<file path="src/tasa_pkg.sv">
package tasa_pkg;

  localparam int unsigned SIZE_W             = 4;
  localparam int unsigned SLICE_W            = 4;
  localparam int unsigned SLOT_W             = 22;
  localparam int unsigned COORD_W            = 11;
  localparam int unsigned HANDLE_W           = 20;
  localparam int unsigned HANDLE_SLICE_SHIFT = 16;
  localparam int unsigned HANDLE_SLOT_MASK   = 32'h0000_FFFF;

  typedef enum logic {
    OP_ALLOC = 1'b0,
    OP_CLEAR = 1'b1
  } opcode_t;

  typedef enum logic [1:0] {
    RES_NORMAL,
    RES_FULL,
    RES_CLEARED
  } res_kind_t;

  typedef struct packed {
    logic      load;
    logic      clear;
    logic      scan_first;
    logic      scan_next;
    logic      take_hit;
    logic      take_new;
    logic      write_back;
    logic      res_load;
    res_kind_t res_kind;
  } cmd_t;

  typedef struct packed {
    logic is_clear;
    logic too_big;
    logic none_open;
    logic hit;
    logic last;
    logic at_max;
    logic out_free;
  } sts_t;

endpackage

</file>
<file path="src/tasa_in_if.sv">
interface tasa_in_if;
  logic                           valid;
  logic                           ready;
  logic                           opcode;
  logic [tasa_pkg::SIZE_W-1:0]    size_log2;

  modport source (output valid, output opcode, output size_log2, input ready);
  modport sink   (input valid, input opcode, input size_log2, output ready);
endinterface

</file>
<file path="src/tasa_out_if.sv">
interface tasa_out_if;
  logic                           valid;
  logic                           ready;
  logic [tasa_pkg::SLICE_W-1:0]   slice_index;
  logic [tasa_pkg::SLOT_W-1:0]    slot_number;
  logic [tasa_pkg::COORD_W-1:0]   x_origin;
  logic [tasa_pkg::COORD_W-1:0]   y_origin;
  logic [tasa_pkg::HANDLE_W-1:0]  handle;
  logic                           table_full;

  modport source (
    output valid, output slice_index, output slot_number, output x_origin,
    output y_origin, output handle, output table_full, input ready
  );
  modport sink (
    input valid, input slice_index, input slot_number, input x_origin,
    input y_origin, input handle, input table_full, output ready
  );
endinterface

</file>
<file path="src/tasa_ctrl.sv">
module tasa_ctrl (
  input  logic             clk,
  input  logic             rst_n,
  input  logic             in_valid,
  output logic             in_ready,
  input  tasa_pkg::sts_t   sts,
  output tasa_pkg::cmd_t   cmd
);

  typedef enum logic [2:0] {
    S_IDLE,
    S_DECODE,
    S_SCAN,
    S_OPEN,
    S_UPDATE,
    S_RESULT
  } state_t;

  state_t              state_r, state_nxt;
  tasa_pkg::res_kind_t kind_r, kind_nxt;

  always_comb begin
    cmd          = '0;
    cmd.res_kind = kind_r;
    state_nxt    = state_r;
    kind_nxt     = kind_r;
    in_ready     = (state_r == S_IDLE);
    unique case (state_r)
      S_IDLE: begin
        if (in_valid) begin
          cmd.load  = 1'b1;
          state_nxt = S_DECODE;
        end
      end
      S_DECODE: begin
        cmd.scan_first = 1'b1;
        priority if (sts.is_clear) begin
          cmd.clear = 1'b1;
          kind_nxt  = tasa_pkg::RES_CLEARED;
          state_nxt = S_RESULT;
        end else if (sts.too_big) begin
          kind_nxt  = tasa_pkg::RES_FULL;
          state_nxt = S_RESULT;
        end else if (sts.none_open) begin
          kind_nxt  = tasa_pkg::RES_NORMAL;
          state_nxt = S_OPEN;
        end else begin
          kind_nxt  = tasa_pkg::RES_NORMAL;
          state_nxt = S_SCAN;
        end
      end
      S_SCAN: begin
        priority if (sts.hit) begin
          cmd.take_hit = 1'b1;
          state_nxt    = S_UPDATE;
        end else if (sts.last) begin
          if (sts.at_max) begin
            kind_nxt  = tasa_pkg::RES_FULL;
            state_nxt = S_RESULT;
          end else begin
            state_nxt = S_OPEN;
          end
        end else begin
          cmd.scan_next = 1'b1;
        end
      end
      S_OPEN: begin
        cmd.take_new = 1'b1;
        state_nxt    = S_UPDATE;
      end
      S_UPDATE: begin
        cmd.write_back = 1'b1;
        state_nxt      = S_RESULT;
      end
      S_RESULT: begin
        if (sts.out_free) begin
          cmd.res_load = 1'b1;
          state_nxt    = S_IDLE;
        end
      end
      default: begin
        state_nxt = S_IDLE;
      end
    endcase
  end

  always_ff @(posedge clk) begin
    if (!rst_n) begin
      state_r <= S_IDLE;
      kind_r  <= tasa_pkg::RES_NORMAL;
    end else begin
      state_r <= state_nxt;
      kind_r  <= kind_nxt;
    end
  end

endmodule

</file>
<file path="src/tasa_dp.sv">
module tasa_dp #(
  parameter int unsigned SLICE_SIDE_LOG2 = 11,
  parameter int unsigned MAX_SLICES      = 16
) (
  input  logic                             clk,
  input  logic                             rst_n,
  input  tasa_pkg::cmd_t                   cmd,
  output tasa_pkg::sts_t                   sts,
  input  logic                             in_opcode,
  input  logic [tasa_pkg::SIZE_W-1:0]      in_size_log2,
  output logic                             out_valid,
  input  logic                             out_ready,
  output logic [tasa_pkg::SLICE_W-1:0]     out_slice_index,
  output logic [tasa_pkg::SLOT_W-1:0]      out_slot_number,
  output logic [tasa_pkg::COORD_W-1:0]     out_x_origin,
  output logic [tasa_pkg::COORD_W-1:0]     out_y_origin,
  output logic [tasa_pkg::HANDLE_W-1:0]    out_handle,
  output logic                             out_table_full
);

  localparam int unsigned IW = (MAX_SLICES > 1) ? $clog2(MAX_SLICES) : 1;
  localparam int unsigned CW = $clog2(MAX_SLICES + 1);
  localparam int unsigned FW = 2 * SLICE_SIDE_LOG2 + 1;
  localparam int unsigned EW = tasa_pkg::SIZE_W + FW;

  logic                          op_r;
  logic [tasa_pkg::SIZE_W-1:0]   size_r;
  logic [CW-1:0]                 open_r;
  logic [IW-1:0]                 scan_idx_r;
  logic [IW-1:0]                 chosen_r;
  logic [IW-1:0]                 rd_addr;
  logic [FW-1:0]                 slot_r;
  logic [EW-1:0]                 mem [MAX_SLICES];
  logic [EW-1:0]                 rd_r;
  logic [tasa_pkg::SIZE_W-1:0]   rd_side;
  logic [FW-1:0]                 rd_fill;
  logic [4:0]                    pr;
  logic [FW-1:0]                 cap;
  logic [31:0]                   slot_ext;
  logic [31:0]                   slice_ext;
  logic [31:0]                   x32;
  logic [31:0]                   y32;
  logic [31:0]                   handle32;

  logic                          out_valid_r;
  logic [tasa_pkg::SLICE_W-1:0]  slice_r;
  logic [tasa_pkg::SLOT_W-1:0]   slot_out_r;
  logic [tasa_pkg::COORD_W-1:0]  x_r;
  logic [tasa_pkg::COORD_W-1:0]  y_r;
  logic [tasa_pkg::HANDLE_W-1:0] handle_r;
  logic                          full_r;

  assign rd_side = rd_r[EW-1:FW];
  assign rd_fill = rd_r[FW-1:0];
  assign pr      = 5'(SLICE_SIDE_LOG2) - {1'b0, size_r};
  assign cap     = FW'(1) << {pr, 1'b0};
  assign rd_addr = cmd.scan_first ? '0 : IW'(scan_idx_r + IW'(1));

  assign slot_ext  = 32'(slot_r);
  assign slice_ext = 32'(chosen_r);
  assign x32       = (slot_ext & ((32'd1 << pr) - 32'd1)) << size_r;
  assign y32       = (slot_ext >> pr) << size_r;
  assign handle32  = (slice_ext << tasa_pkg::HANDLE_SLICE_SHIFT)
                   | (slot_ext & tasa_pkg::HANDLE_SLOT_MASK);

  always_comb begin
    sts           = '0;
    sts.is_clear  = (op_r == tasa_pkg::OP_CLEAR);
    sts.too_big   = (5'(size_r) > 5'(SLICE_SIDE_LOG2));
    sts.none_open = (open_r == '0);
    sts.hit       = (rd_side == size_r) && (rd_fill < cap);
    sts.last      = ((CW'(scan_idx_r) + CW'(1)) == open_r);
    sts.at_max    = (open_r == CW'(MAX_SLICES));
    sts.out_free  = !out_valid_r || out_ready;
  end

  always_ff @(posedge clk) begin
    if (cmd.write_back) begin
      mem[chosen_r] <= {size_r, slot_r + FW'(1)};
    end
    if (cmd.scan_first || cmd.scan_next) begin
      rd_r <= mem[rd_addr];
    end
  end

  always_ff @(posedge clk) begin
    if (cmd.load) begin
      op_r   <= in_opcode;
      size_r <= in_size_log2;
    end
    if (cmd.scan_first || cmd.scan_next) begin
      scan_idx_r <= rd_addr;
    end
    if (cmd.take_hit) begin
      chosen_r <= scan_idx_r;
      slot_r   <= rd_fill;
    end else if (cmd.take_new) begin
      chosen_r <= IW'(open_r);
      slot_r   <= '0;
    end
  end

  always_ff @(posedge clk) begin
    if (!rst_n) begin
      open_r <= '0;
    end else if (cmd.clear) begin
      open_r <= '0;
    end else if (cmd.take_new) begin
      open_r <= open_r + CW'(1);
    end
  end

  always_ff @(posedge clk) begin
    if (cmd.res_load) begin
      unique case (cmd.res_kind)
        tasa_pkg::RES_NORMAL: begin
          slice_r    <= tasa_pkg::SLICE_W'(slice_ext);
          slot_out_r <= tasa_pkg::SLOT_W'(slot_ext);
          x_r        <= tasa_pkg::COORD_W'(x32);
          y_r        <= tasa_pkg::COORD_W'(y32);
          handle_r   <= tasa_pkg::HANDLE_W'(handle32);
          full_r     <= 1'b0;
        end
        tasa_pkg::RES_FULL: begin
          slice_r    <= '0;
          slot_out_r <= '0;
          x_r        <= '0;
          y_r        <= '0;
          handle_r   <= '0;
          full_r     <= 1'b1;
        end
        default: begin
          slice_r    <= '0;
          slot_out_r <= '0;
          x_r        <= '0;
          y_r        <= '0;
          handle_r   <= '0;
          full_r     <= 1'b0;
        end
      endcase
    end
  end

  always_ff @(posedge clk) begin
    if (!rst_n) begin
      out_valid_r <= 1'b0;
    end else if (cmd.res_load) begin
      out_valid_r <= 1'b1;
    end else if (out_ready) begin
      out_valid_r <= 1'b0;
    end
  end

  assign out_valid       = out_valid_r;
  assign out_slice_index = slice_r;
  assign out_slot_number = slot_out_r;
  assign out_x_origin    = x_r;
  assign out_y_origin    = y_r;
  assign out_handle      = handle_r;
  assign out_table_full  = full_r;

endmodule

</file>
<file path="src/texture_atlas_slot_allocator.sv">
// Steps to the result register: a clear goes from decode to the result, and an oversized texture
// or a full table gives table_full; else the open slices are scanned, one entry per cycle, until
// one has room, or a new slice is opened if none has, and the chosen slice is written back.
// Requests: one at a time; the next is accepted the cycle after the result is registered.
// Reset: synchronous, active-low rst_n empties the table at once by zeroing the open count.
module texture_atlas_slot_allocator #(
  parameter int unsigned SLICE_SIDE_LOG2 = 11,
  parameter int unsigned MAX_SLICES      = 16
) (
  input logic        clk,
  input logic        rst_n,
  tasa_in_if.sink    in_ch,
  tasa_out_if.source out_ch
);

  tasa_pkg::cmd_t cmd;
  tasa_pkg::sts_t sts;

  tasa_ctrl u_ctrl (
    .clk      (clk),
    .rst_n    (rst_n),
    .in_valid (in_ch.valid),
    .in_ready (in_ch.ready),
    .sts      (sts),
    .cmd      (cmd)
  );

  tasa_dp #(
    .SLICE_SIDE_LOG2 (SLICE_SIDE_LOG2),
    .MAX_SLICES      (MAX_SLICES)
  ) u_dp (
    .clk             (clk),
    .rst_n           (rst_n),
    .cmd             (cmd),
    .sts             (sts),
    .in_opcode       (in_ch.opcode),
    .in_size_log2    (in_ch.size_log2),
    .out_valid       (out_ch.valid),
    .out_ready       (out_ch.ready),
    .out_slice_index (out_ch.slice_index),
    .out_slot_number (out_ch.slot_number),
    .out_x_origin    (out_ch.x_origin),
    .out_y_origin    (out_ch.y_origin),
    .out_handle      (out_ch.handle),
    .out_table_full  (out_ch.table_full)
  );

endmodule
</file>
<file path="src/flat_wrapper.sv">
// flat-port wrapper written by rule: the top's interface ports become plain ports
module texture_atlas_slot_allocator_flat 
#(
  parameter int unsigned SLICE_SIDE_LOG2 = 11,
  parameter int unsigned MAX_SLICES      = 16
)
  (clk, rst_n, in_ch_valid, in_ch_opcode, in_ch_size_log2, in_ch_ready, out_ch_valid, out_ch_slice_index, out_ch_slot_number, out_ch_x_origin, out_ch_y_origin, out_ch_handle, out_ch_table_full, out_ch_ready);
  tasa_in_if in_ch_i ();
  tasa_out_if out_ch_i ();
  input logic clk;
  input logic rst_n;
  input wire logic [$bits(in_ch_i.valid)-1:0] in_ch_valid;
  input wire logic [$bits(in_ch_i.opcode)-1:0] in_ch_opcode;
  input wire logic [$bits(in_ch_i.size_log2)-1:0] in_ch_size_log2;
  output wire logic [$bits(in_ch_i.ready)-1:0] in_ch_ready;
  output wire logic [$bits(out_ch_i.valid)-1:0] out_ch_valid;
  output wire logic [$bits(out_ch_i.slice_index)-1:0] out_ch_slice_index;
  output wire logic [$bits(out_ch_i.slot_number)-1:0] out_ch_slot_number;
  output wire logic [$bits(out_ch_i.x_origin)-1:0] out_ch_x_origin;
  output wire logic [$bits(out_ch_i.y_origin)-1:0] out_ch_y_origin;
  output wire logic [$bits(out_ch_i.handle)-1:0] out_ch_handle;
  output wire logic [$bits(out_ch_i.table_full)-1:0] out_ch_table_full;
  input wire logic [$bits(out_ch_i.ready)-1:0] out_ch_ready;
  assign in_ch_i.valid = in_ch_valid;
  assign in_ch_i.opcode = in_ch_opcode;
  assign in_ch_i.size_log2 = in_ch_size_log2;
  assign in_ch_ready = in_ch_i.ready;
  assign out_ch_valid = out_ch_i.valid;
  assign out_ch_slice_index = out_ch_i.slice_index;
  assign out_ch_slot_number = out_ch_i.slot_number;
  assign out_ch_x_origin = out_ch_i.x_origin;
  assign out_ch_y_origin = out_ch_i.y_origin;
  assign out_ch_handle = out_ch_i.handle;
  assign out_ch_table_full = out_ch_i.table_full;
  assign out_ch_i.ready = out_ch_ready;
  texture_atlas_slot_allocator #(.SLICE_SIDE_LOG2(SLICE_SIDE_LOG2), .MAX_SLICES(MAX_SLICES)) u_core (.clk(clk), .rst_n(rst_n), .in_ch(in_ch_i), .out_ch(out_ch_i));
endmodule
</file>
<file path="config.mk">
export PLATFORM = sky130hd
export DESIGN_NAME = texture_atlas_slot_allocator_flat
export DESIGN_NICKNAME = d
export VERILOG_FILES = /design/src/tasa_pkg.sv /design/src/tasa_in_if.sv /design/src/tasa_out_if.sv /design/src/tasa_ctrl.sv /design/src/tasa_dp.sv /design/src/texture_atlas_slot_allocator.sv /design/src/flat_wrapper.sv
export SDC_FILE = /design/constraint.sdc
export NUM_CORES = 1
export LEC_CHECK = 0
export BUFFER_PORTS_ARGS = -buffer_cell sky130_fd_sc_hd__buf_2
export CORE_MARGIN = 2
export CORE_UTILIZATION = 60
export DETAILED_ROUTE_END_ITERATION = 10
export PLACE_DENSITY = 0.88
export SKIP_CTS_REPAIR_TIMING = 1
export SYNTH_ARGS = -nofsm -noshare
export SYNTH_HDL_FRONTEND = slang
export SYNTH_HIERARCHICAL = 1
export SYNTH_SLANG_ARGS = --single-unit
</file>
<file path="constraint.sdc">
create_clock -name clk -period 7.65 [get_ports clk]
set_clock_uncertainty 0.05 [all_clocks]
set_input_delay 1.1475 -clock clk [delete_from_list [all_inputs] [get_ports clk]]
set_output_delay 1.1475 -clock clk [all_outputs]
set_load 0.02 [all_outputs]
</file>
After elaboration in Yosys (flattened, before gate mapping)
Memories as Yosys holds them, arrays and structs flattened. A register that Yosys moved wholly into a read port is not among the register bits.
Cells that the tools add are included.
Storage, ports and cells
  memories: 1
  word-level logic and storage cells: 97
  output and inout bits: 71
  RAM bits: 432
  bits of input ports: 9
  register bits: 116
Cells by class
  bitwise operators: 3
  add/sub/neg operators: 6
  reductions and logical operators: 13
  $lt $le $gt $ge: 2
  shift operators: 5
  multiplexer cells: 37
  equal/unequal tests: 15
Memory list
  u_core.u_dp.mem: words 16, bits a word 27, read ports 1, clocked after Yosys merged registers in 1, write ports 1, RTL line tasa_dp.sv:33  | logic [EW-1:0] mem [MAX_SLICES];
Operators by type and width (number)
  left shift 32 x 4 -> 11 bit: 2
  two-way mux 23 bit: 2
  bitwise AND 23 x 32 -> 32 bit: 1
  left shift 1 x 5 -> 32 bit (first input constant): 1
  right shift 23 x 5 -> 32 bit: 1
  subtractor 32 x 1 -> 32 bit (second input constant): 1
  adder 23 x 1 -> 23 bit (second input constant): 1
  < comparator 23 bit: 1
  left shift 1 x 6 -> 23 bit (first input constant): 1
  two-way mux 3 bit: 7
  OR 20 x 16 -> 20 bit: 1
  case mux 3 bit (6 select lines): 1
  two-way mux 1 bit: 17
  two-way mux 2 bit: 6
  two-way mux 4 bit: 3
  == test 3 x 2 -> 1 bit (second input constant): 2
  == test 3 bit (second input constant): 2
  inequality test 2 x 1 -> 1 bit (second input constant): 3
  nonzero test 2 bit: 3
  adder 4 x 1 -> 5 bit (second input constant): 1
  adder 5 x 1 -> 5 bit (second input constant): 1
  == test 5 bit: 1
  == test 5 bit (second input constant): 1
  logical NOT 5 bit: 1
  18 further kinds: 20

Longest topological paths before layout
Gate-level depths: netlist (run 1).
  depth in word-level cells: 7
  mapped depth: 20

Modules after synthesis
Netlist (run 1), hierarchy kept.
Modules (own cells, without submodules)
  tasa_dp: cells each 1624, area each 24074.3 µm², times used 1
  tasa_ctrl: cells each 50, area each 406.6 µm², times used 1

Worst setup path before layout (run 1)
Ideal clock, no wire load.
  kind: reg2reg
  start point: register u_core/u_dp/size_r[2] (netlist name)
  end point: register u_core.u_dp.chosen_r[0] (enable)
  buffers on the path: 5
  arrival: 5.073 ns
  setup slack: 2.160 ns
  period minus slack after synthesis: 5.490 ns
  data required time: 7.233 ns
  cell stages (with the launch flop): 18
  path through: edfxtp_1 -> buf_2 -> clkinv_1 -> clkbuf_1 -> ha_1 -> clkbuf_1 -> nor2b_1 -> clkbuf_1 -> nand3_1 -> ha_1 -> a211o_1 -> a211o_1 -> a211o_1 -> a221o_1 -> a21oi_1 -> nor3b_1 -> clkbuf_1 -> or2_2
RTL lines
  start, declared: RTL line tasa_dp.sv:27  | logic [tasa_pkg::SIZE_W-1:0] size_r;
  start signal, assigned: RTL line tasa_dp.sv:89  | size_r <= in_size_log2;
  end signal, assigned: RTL line tasa_dp.sv:95  | chosen_r <= scan_idx_r;
  end signal, assigned: RTL line tasa_dp.sv:98  | chosen_r <= IW'(open_r);
  end, declared: RTL line tasa_dp.sv:30  | logic [IW-1:0] chosen_r;

==> impl_metrics.env, run 1 <==
export IMPL_htree_levels=2
export IMPL_synth_edf_count=544
export IMPL_cp_max_fo=30
export IMPL_worstSetupPathType="register to register"
export IMPL_cts_sinks=555
export IMPL_dp_cells=2178
export IMPL_ys_async_sr_fraction_pct=0
export IMPL_core_area_sq_um=40000
export IMPL_critPathLaunch="u_core/u_dp/size_r[2]"
export IMPL_hold_violations=0
export IMPL_required_ns=7.81
export IMPL_synth_top_area_share_pct=66.7
export IMPL_use_met2_pct=44.3
export IMPL_cts_made_buffers=51
export IMPL_final_common_cell="edfxtp_1"
export IMPL_cts_path_max_buffers=3
export IMPL_total_power_mw=7.42
export IMPL_io_pins=80
export IMPL_ys_warn_count=6
export IMPL_final_antenna_net_count=0
export IMPL_synth_flop_cell="edfxtp_1"
export IMPL_synth_area_leaders="edfxtp_1 67%, mux2i_1 4.9%, mux4_2 3.8%, a211oi_1 2.7%, nand2_1 2.5%"
export IMPL_antenna_cells=0
export IMPL_grt_util_all_layers_pct=27.9
export IMPL_hp_class="register to register"
export IMPL_internal_power_mw=5.35
export IMPL_p_sw_share_pct=27.8
export IMPL_wire_per_inst_um=25.6
export IMPL_setup_tns_ns=0
export IMPL_seqPwrFrac_pct=47.6
export IMPL_drt_first_pass_iters=7
export IMPL_synth_seq_cells=555
export IMPL_insertion_delay_ns=0.59
export IMPL_grt_pass1_wl_um=87300
export IMPL_fin_crit_sh_pct=75.0
export IMPL_fmax_mhz=174
export IMPL_synthesis_nets=1701
export IMPL_setup_viol=0
export IMPL_grt_busiest_layer="met2"
export IMPL_min_period_ns=5.74
export IMPL_final_core_util_pct=67.0
export IMPL_vias=15100
export IMPL_syn2layout_area_growth_pct=9.55
export IMPL_final_cell_mix="544 x edfxtp_1, 164 x nand2_1, 121 x mux2i_1"
export IMPL_cts_root_buf="clkbuf_16"
export IMPL_cp_arrival_ns=5.90
export IMPL_netSwitchingPower_mw=2.07
export IMPL_finalWeightedCongestion=0.977
export IMPL_initial_core_util_pct=61.2
export IMPL_maxSlewHeadroom_pct=12.3
export IMPL_grt_pass1_vias=14700
export IMPL_tightest_slew_ns=1.31
export IMPL_syn_avg_cell_area_sq_um=14.6
export IMPL_powerDensity_nw_per_um2=277
export IMPL_wl_um=58000
export IMPL_outcome="completed"
export IMPL_critPathLaunchType="register"
export IMPL_rsz0062_at_grt="false"
export IMPL_path_clk_slew_ns=0.06
export IMPL_final_cells=2271
export IMPL_ir_drop_mv=0.165
export IMPL_layout_drive_gt1_share_pct=15.5
export IMPL_cp_endpoint="u_core/u_dp/slot_r[20]"
export IMPL_combPwrFrac_pct=20.1
export IMPL_ys_types=88
export IMPL_dieArea_sq_um=42400
export IMPL_reg2reg_depth=13
export IMPL_r2r_start="u_core/u_dp/size_r[2]"
export IMPL_synth_largest_area_cell="edfxtp_1"
export IMPL_core_rowCount=73
export IMPL_drc_errors=0
export IMPL_die_w_um=206
export IMPL_fin_hold_ws_ns=0.500
export IMPL_syn_cell_area_sq_um=24500
export IMPL_grtUsageMet1_pct=36.5
export IMPL_p_leak_nw=8.95
export IMPL_dp_hpwl_um=33600
export IMPL_die_h_um=206
export IMPL_drt_iter0_markers=1875
export IMPL_rr_endpoint="u_core/u_dp/slot_r[20]"
export IMPL_grt_max_degree=83
export IMPL_nets=1734
export IMPL_viasPerCell=6.65
export IMPL_syn_instance_count=1674
export IMPL_grt_antenna_before_repair=0
export IMPL_worst_r2r_setup_slack_ns=1.91
export IMPL_grt_overflow=0
export IMPL_ys_seq_area_share_pct=67.6
export IMPL_cts_tree="yes"
export IMPL_drv_cap=0
export IMPL_cp_end_kind="register"
export IMPL_use_met3_pct=4.90
export IMPL_maxSlewViolCount=0
export IMPL_port_buffer_count=79
export IMPL_clkPwrFrac_pct=32.3
-- power groups by stage --
stage	clock, mW	sequential (mW)	combinational (mW)
2_1_floorplan	0	3.55	1.09
3_3_place_gp	0	3.58	1.40
3_5_place_dp	0	3.59	1.45
4_1_cts	2.43	3.52	1.47
5_1_grt	2.55	3.53	1.59
6_report	2.40	3.53	1.49
-- sequential cells by signal (all words and copies together), names as in the netlist, 2 cells and up --
name / cells
u_core/u_ctrl/kind_r: 2
u_core/u_ctrl/state_r: 3
u_core/u_dp/chosen_r: 4
u_core/u_dp/mem: 432
u_core/u_dp/open_r: 5
u_core/u_dp/out_slice_index: 4
u_core/u_dp/out_slot_number: 22
u_core/u_dp/out_x_origin: 11
u_core/u_dp/out_y_origin: 11
u_core/u_dp/rd_r: 27
u_core/u_dp/scan_idx_r: 4
u_core/u_dp/size_r: 4
u_core/u_dp/slot_r: 23
-- per-stage QoR --
stage | setup slack, ns | area [sq um]
after CTS | 2.06 | 26800
after global placement | 2.27 | 25200
final | 1.91 | 26800
after detailed placement | 2.14 | 25200
after global routing | 1.69 | 26800
after floorplan | 2.16 | 24500
-- area by class of cell --
type	count	area [sq um]
Fill cell	2551	13200
Inverter	13	51.3
Tap cell	525	657
Multi-Input combinational cell	977	7360
Sequential cell	555	16600
Clock buffer	66	1380
Timing Repair Buffer	109	621
Clock inverter	26	196
-- worst max-delay path, stage by stage, from the launching register on --
cell and delay (ns):
edfxtp_1 0.36, clkinv_1 0.09, ha_1 0.70, nor2b_1 0.54
nand3_1 0.15, ha_1 0.33, a211o_1 0.30, a211o_1 0.29
a211o_1 0.29, a221o_1 0.29, a21oi_1 0.78, nor3b_2 0.33
buf_4 0.29, or2_2 0.56
-- synth_stat cells, types with 12 or more instances --
| master | count |
|---|---|
| nand3_1 | 19 |
| o21ai_0 | 15 |
| a311oi_1 | 28 |
| nor2b_1 | 62 |
| a21oi_1 | 51 |
| a211oi_1 | 87 |
| a31oi_1 | 29 |
| nor2_1 | 63 |
| nor3_1 | 19 |
| mux2i_1 | 121 |
| mux4_2 | 41 |
| xor2_1 | 12 |
| and2_1 | 53 |
| ha_1 | 18 |
| edfxtp_1 | 544 |
| nand2_1 | 164 |
| buf_2 | 17 |
| xnor2_1 | 23 |
| nand2b_1 | 13 |
| clkbuf_1 | 71 |
| buf_4 | 25 |
-- worst min-delay path by stage --
stage | slack [ns] | depth (start not counted) | from | endpoint
floorplan | 0.40 | 2 | u_core/u_ctrl/kind_r[1] | u_core/u_ctrl/kind_r[1]
global placement | 0.42 | 2 | u_core/u_ctrl/kind_r[1] | u_core/u_ctrl/kind_r[1]
detailed placement | 0.46 | 2 | u_core/u_ctrl/kind_r[1] | u_core/u_ctrl/kind_r[1]
CTS | 0.50 | 2 | u_core/u_dp/out_valid | u_core/u_dp/out_valid
global route | 0.52 | 2 | u_core/u_dp/out_valid | u_core/u_dp/out_valid
finish | 0.50 | 2 | u_core/u_ctrl/kind_r[1] | u_core/u_ctrl/kind_r[1]
-- layer usage --
| metal | vias to the layer above | part of all wire (%) |
|---|---|---|
| li1 | 6519 | - |
| met1 | 7394 | 37 |
| met2 | 990 | 47 |
| met3 | 201 | 9.9 |
| met4 | 0 | 5.8 |
| met5 | - | 0 |
-- cell families after synthesis --
kind of cell	share of synthesized area, %
DFF	67.6
AOI/OAI and AO/OA	8.45
xor gates and xnor gates	1.25
buffers and inverters	2.86
adders and majority gates	0.920
muxes	9.65
and+or+nand+nor	9.23
Note: power is estimated with default switching activity, not from simulation.
==> run 2: changes to the inputs <==
--- a/config.mk
+++ b/config.mk
@@ -7,9 +7,9 @@
 export LEC_CHECK = 0
 export BUFFER_PORTS_ARGS = -buffer_cell sky130_fd_sc_hd__buf_2
 export CORE_MARGIN = 2
-export CORE_UTILIZATION = 60
+export CORE_UTILIZATION = 56
 export DETAILED_ROUTE_END_ITERATION = 10
-export PLACE_DENSITY = 0.88
+export PLACE_DENSITY = 0.87
 export SKIP_CTS_REPAIR_TIMING = 1
 export SYNTH_ARGS = -nofsm -noshare
 export SYNTH_HDL_FRONTEND = slang
==> constraint.sdc (replaced) <==
create_clock -name clk -period 4.6 [get_ports clk]
set_clock_uncertainty 0.05 [all_clocks]
set_input_delay 0.69 -clock clk [delete_from_list [all_inputs] [get_ports clk]]
set_output_delay 0.69 -clock clk [all_outputs]
set_load 0.02 [all_outputs]
==> run 2 against run 1 <==
  * Worst setup slack got worse by 1.6 ns
  * Non-clock buffer count increased by 12
  * Via count about the same
  * Global-route usage decreased by 0.51 points
  * Wire length increased by 5.0%
  * Design area increased by 1.1%
  * Die area increased by 7.0%
  * Core utilization decreased by 4.1 points
  * Sequential share of layout area decreased by 0.65 points
  * Maximum frequency increased by 35%
  * Largest power group unchanged
==> impl_metrics.env, run 2 (synthesized netlist as in run 1, its figures left out) <==
export IMPL_dp_hpwl_um=35400
export IMPL_htree_levels=2
export IMPL_wire_per_inst_um=26.0
export IMPL_final_core_util_pct=62.9
export IMPL_tightest_slew_ns=1.35
export IMPL_hp_class="primary input to register"
export IMPL_regMostFlops="u_core/u_dp/mem"
export IMPL_p_sw_share_pct=28.7
export IMPL_required_ns=4.80
export IMPL_min_from="in_ch_opcode"
export IMPL_port_buffer_count=79
export IMPL_drc_errors=0
export IMPL_fin_crit_sh_pct=92.1
export IMPL_core_rowCount=76
export IMPL_dieArea_sq_um=45400
export IMPL_cts_tree="yes"
export IMPL_maxSlewHeadroom_pct=9.35
export IMPL_final_common_cell="edfxtp_1"
export IMPL_drt_iter0_markers=2059
export IMPL_reg2reg_depth=13
export IMPL_path_clk_slew_ns=0.06
export IMPL_layout_drive_gt1_share_pct=16.4
export IMPL_setup_viol=0
export IMPL_die_w_um=213
export IMPL_p_leak_nw=9.06
export IMPL_drv_cap=0
export IMPL_outcome="completed"
export IMPL_whs_endpoint="u_core/u_dp/op_r"
export IMPL_grt_pass1_wl_um=91200
export IMPL_r2r_start="u_core/u_dp/size_r[2]"
export IMPL_syn2layout_area_growth_pct=10.7
export IMPL_cp_end_kind="register"
export IMPL_final_cell_mix="544 x edfxtp_1, 164 x nand2_1, 121 x mux2i_1"
export IMPL_powerDensity_nw_per_um2=461
export IMPL_nets=1748
export IMPL_critPathLaunch="u_core/u_dp/size_r[2]"
export IMPL_maxSlewViolCount=0
export IMPL_internal_power_mw=8.91
export IMPL_rr_endpoint="u_core/u_dp/slot_r[12]"
export IMPL_grt_overflow=0
export IMPL_grt_pass1_vias=15200
export IMPL_core_area_sq_um=43100
export IMPL_grt_util_all_layers_pct=27.3
export IMPL_wl_um=60900
export IMPL_cts_root_buf="clkbuf_16"
export IMPL_cts_sinks=555
export IMPL_dp_cells=2251
export IMPL_hold_violations=0
export IMPL_clkPwrFrac_pct=32.3
export IMPL_fmax_mhz=236
export IMPL_rsz0062_at_grt="false"
export IMPL_largest_reg_flops=432
export IMPL_worst_r2r_setup_slack_ns=0.36
export IMPL_cp_arrival_ns=4.44
export IMPL_drt_first_pass_iters=5
export IMPL_grt_antenna_before_repair=0
export IMPL_placed_area_sq_um=25500
export IMPL_insertion_delay_ns=0.62
export IMPL_pre_cts_ws_ns=0.443
export IMPL_min_period_ns=4.24
export IMPL_hold_path_cell_count=1
export IMPL_finalWeightedCongestion=0.944
export IMPL_die_h_um=213
export IMPL_grt_max_degree=163
export IMPL_viasPerCell=6.44
export IMPL_antenna_cells=0
export IMPL_cts_made_buffers=53
export IMPL_worstSetupPathType="register to register"
export IMPL_reg_top3="u_core/u_dp/mem (432), u_core/u_dp/rd_r (27), u_core/u_dp/slot_r (23)"
export IMPL_cp_max_fo=27
export IMPL_setup_tns_ns=0
export IMPL_io_pins=80
export IMPL_final_cells=2345
export IMPL_netSwitchingPower_mw=3.60
export IMPL_seqPwrFrac_pct=46.8
export IMPL_combPwrFrac_pct=20.9
export IMPL_critPathLaunchType="register"
export IMPL_ir_drop_mv=0.350
export IMPL_fin_area_sq_um=27100
export IMPL_vias=15100
export IMPL_fin_ws_ns=0.364
export IMPL_initial_core_util_pct=56.8
export IMPL_cts_path_max_buffers=3
export IMPL_final_antenna_net_count=0
-- run 2: cell types whose count changed in the layout (fill, tap and decap cells not counted), sizes merged --
cell / previous run / this run
buf: 109 / 121
bufinv: 3 / 2
clkbuf: 66 / 63
clkinv: 22 / 28
-- run 2: worst max path at each step --
stage	to	slack (ns)	depth (start not counted)
final	u_core/u_dp/slot_r[12]	0.36	13
after global routing	u_core/u_dp/slot_r[18]	0.22	13
after CTS	u_core/u_dp/slot_r[12]	0.40	13
after detailed placement	u_core/u_dp/rd_r[23]	0.44	13
after global placement	u_core/u_dp/rd_r[25]	0.56	13
after floorplan	u_core/u_dp/chosen_r[0]	0.01	17
-- run 2: final cells by class --
cell class	count	area, sq um
fillers	2970	16000
repair buffers	121	786
clock inverters	31	233
well taps	585	732
flip-flops and latches	555	16600
multi-input cells	977	7380
inverters	13	52.6
clock buffers	63	1360
-- run 2: worst max-delay path, stage by stage (launching register included) --
cell and delay [ns]:
edfxtp_1 0.41, clkinv_2 0.08, ha_1 0.31, nor2b_1 0.19, buf_4 0.18, nand3_1 0.08
ha_1 0.31, a211o_1 0.30, a211o_1 0.29, a211o_1 0.28, a221o_1 0.33, a21oi_4 0.29
nor3b_4 0.35, or2_4 0.41
-- run 2: power groups by stage --
| stage | logic (mW) | clock network (mW) | registers (mW) |
|---|---|---|---|
| 2_1_floorplan | 1.81 | 0 | 5.91 |
| 3_3_place_gp | 2.43 | 0 | 5.96 |
| 3_5_place_dp | 2.51 | 0 | 5.96 |
| 4_1_cts | 2.56 | 4.07 | 5.86 |
| 5_1_grt | 2.77 | 4.26 | 5.87 |
| 6_report | 2.61 | 4.04 | 5.86 |
-- run 2: metrics by stage --
stage	hold WS [ns]	power, mW
2_1_floorplan	0.401	7.72
3_5_place_dp	0.419	8.47
5_1_grt	0.214	12.9
6_report	0.221	12.5
3_3_place_gp	0.417	8.39
4_1_cts	0.215	12.5
-- run 2: routing by layer --
layer | global-route usage (%) | vias to the layer above | wire [um]
met1 | 35.3 | 7457 | 22600
li1 | - | 6545 | -
met2 | 44.5 | 929 | 29500
met4 | 13.8 | 0 | 2800
met5 | 0 | - | 0
met3 | 5.32 | 171 | 6030
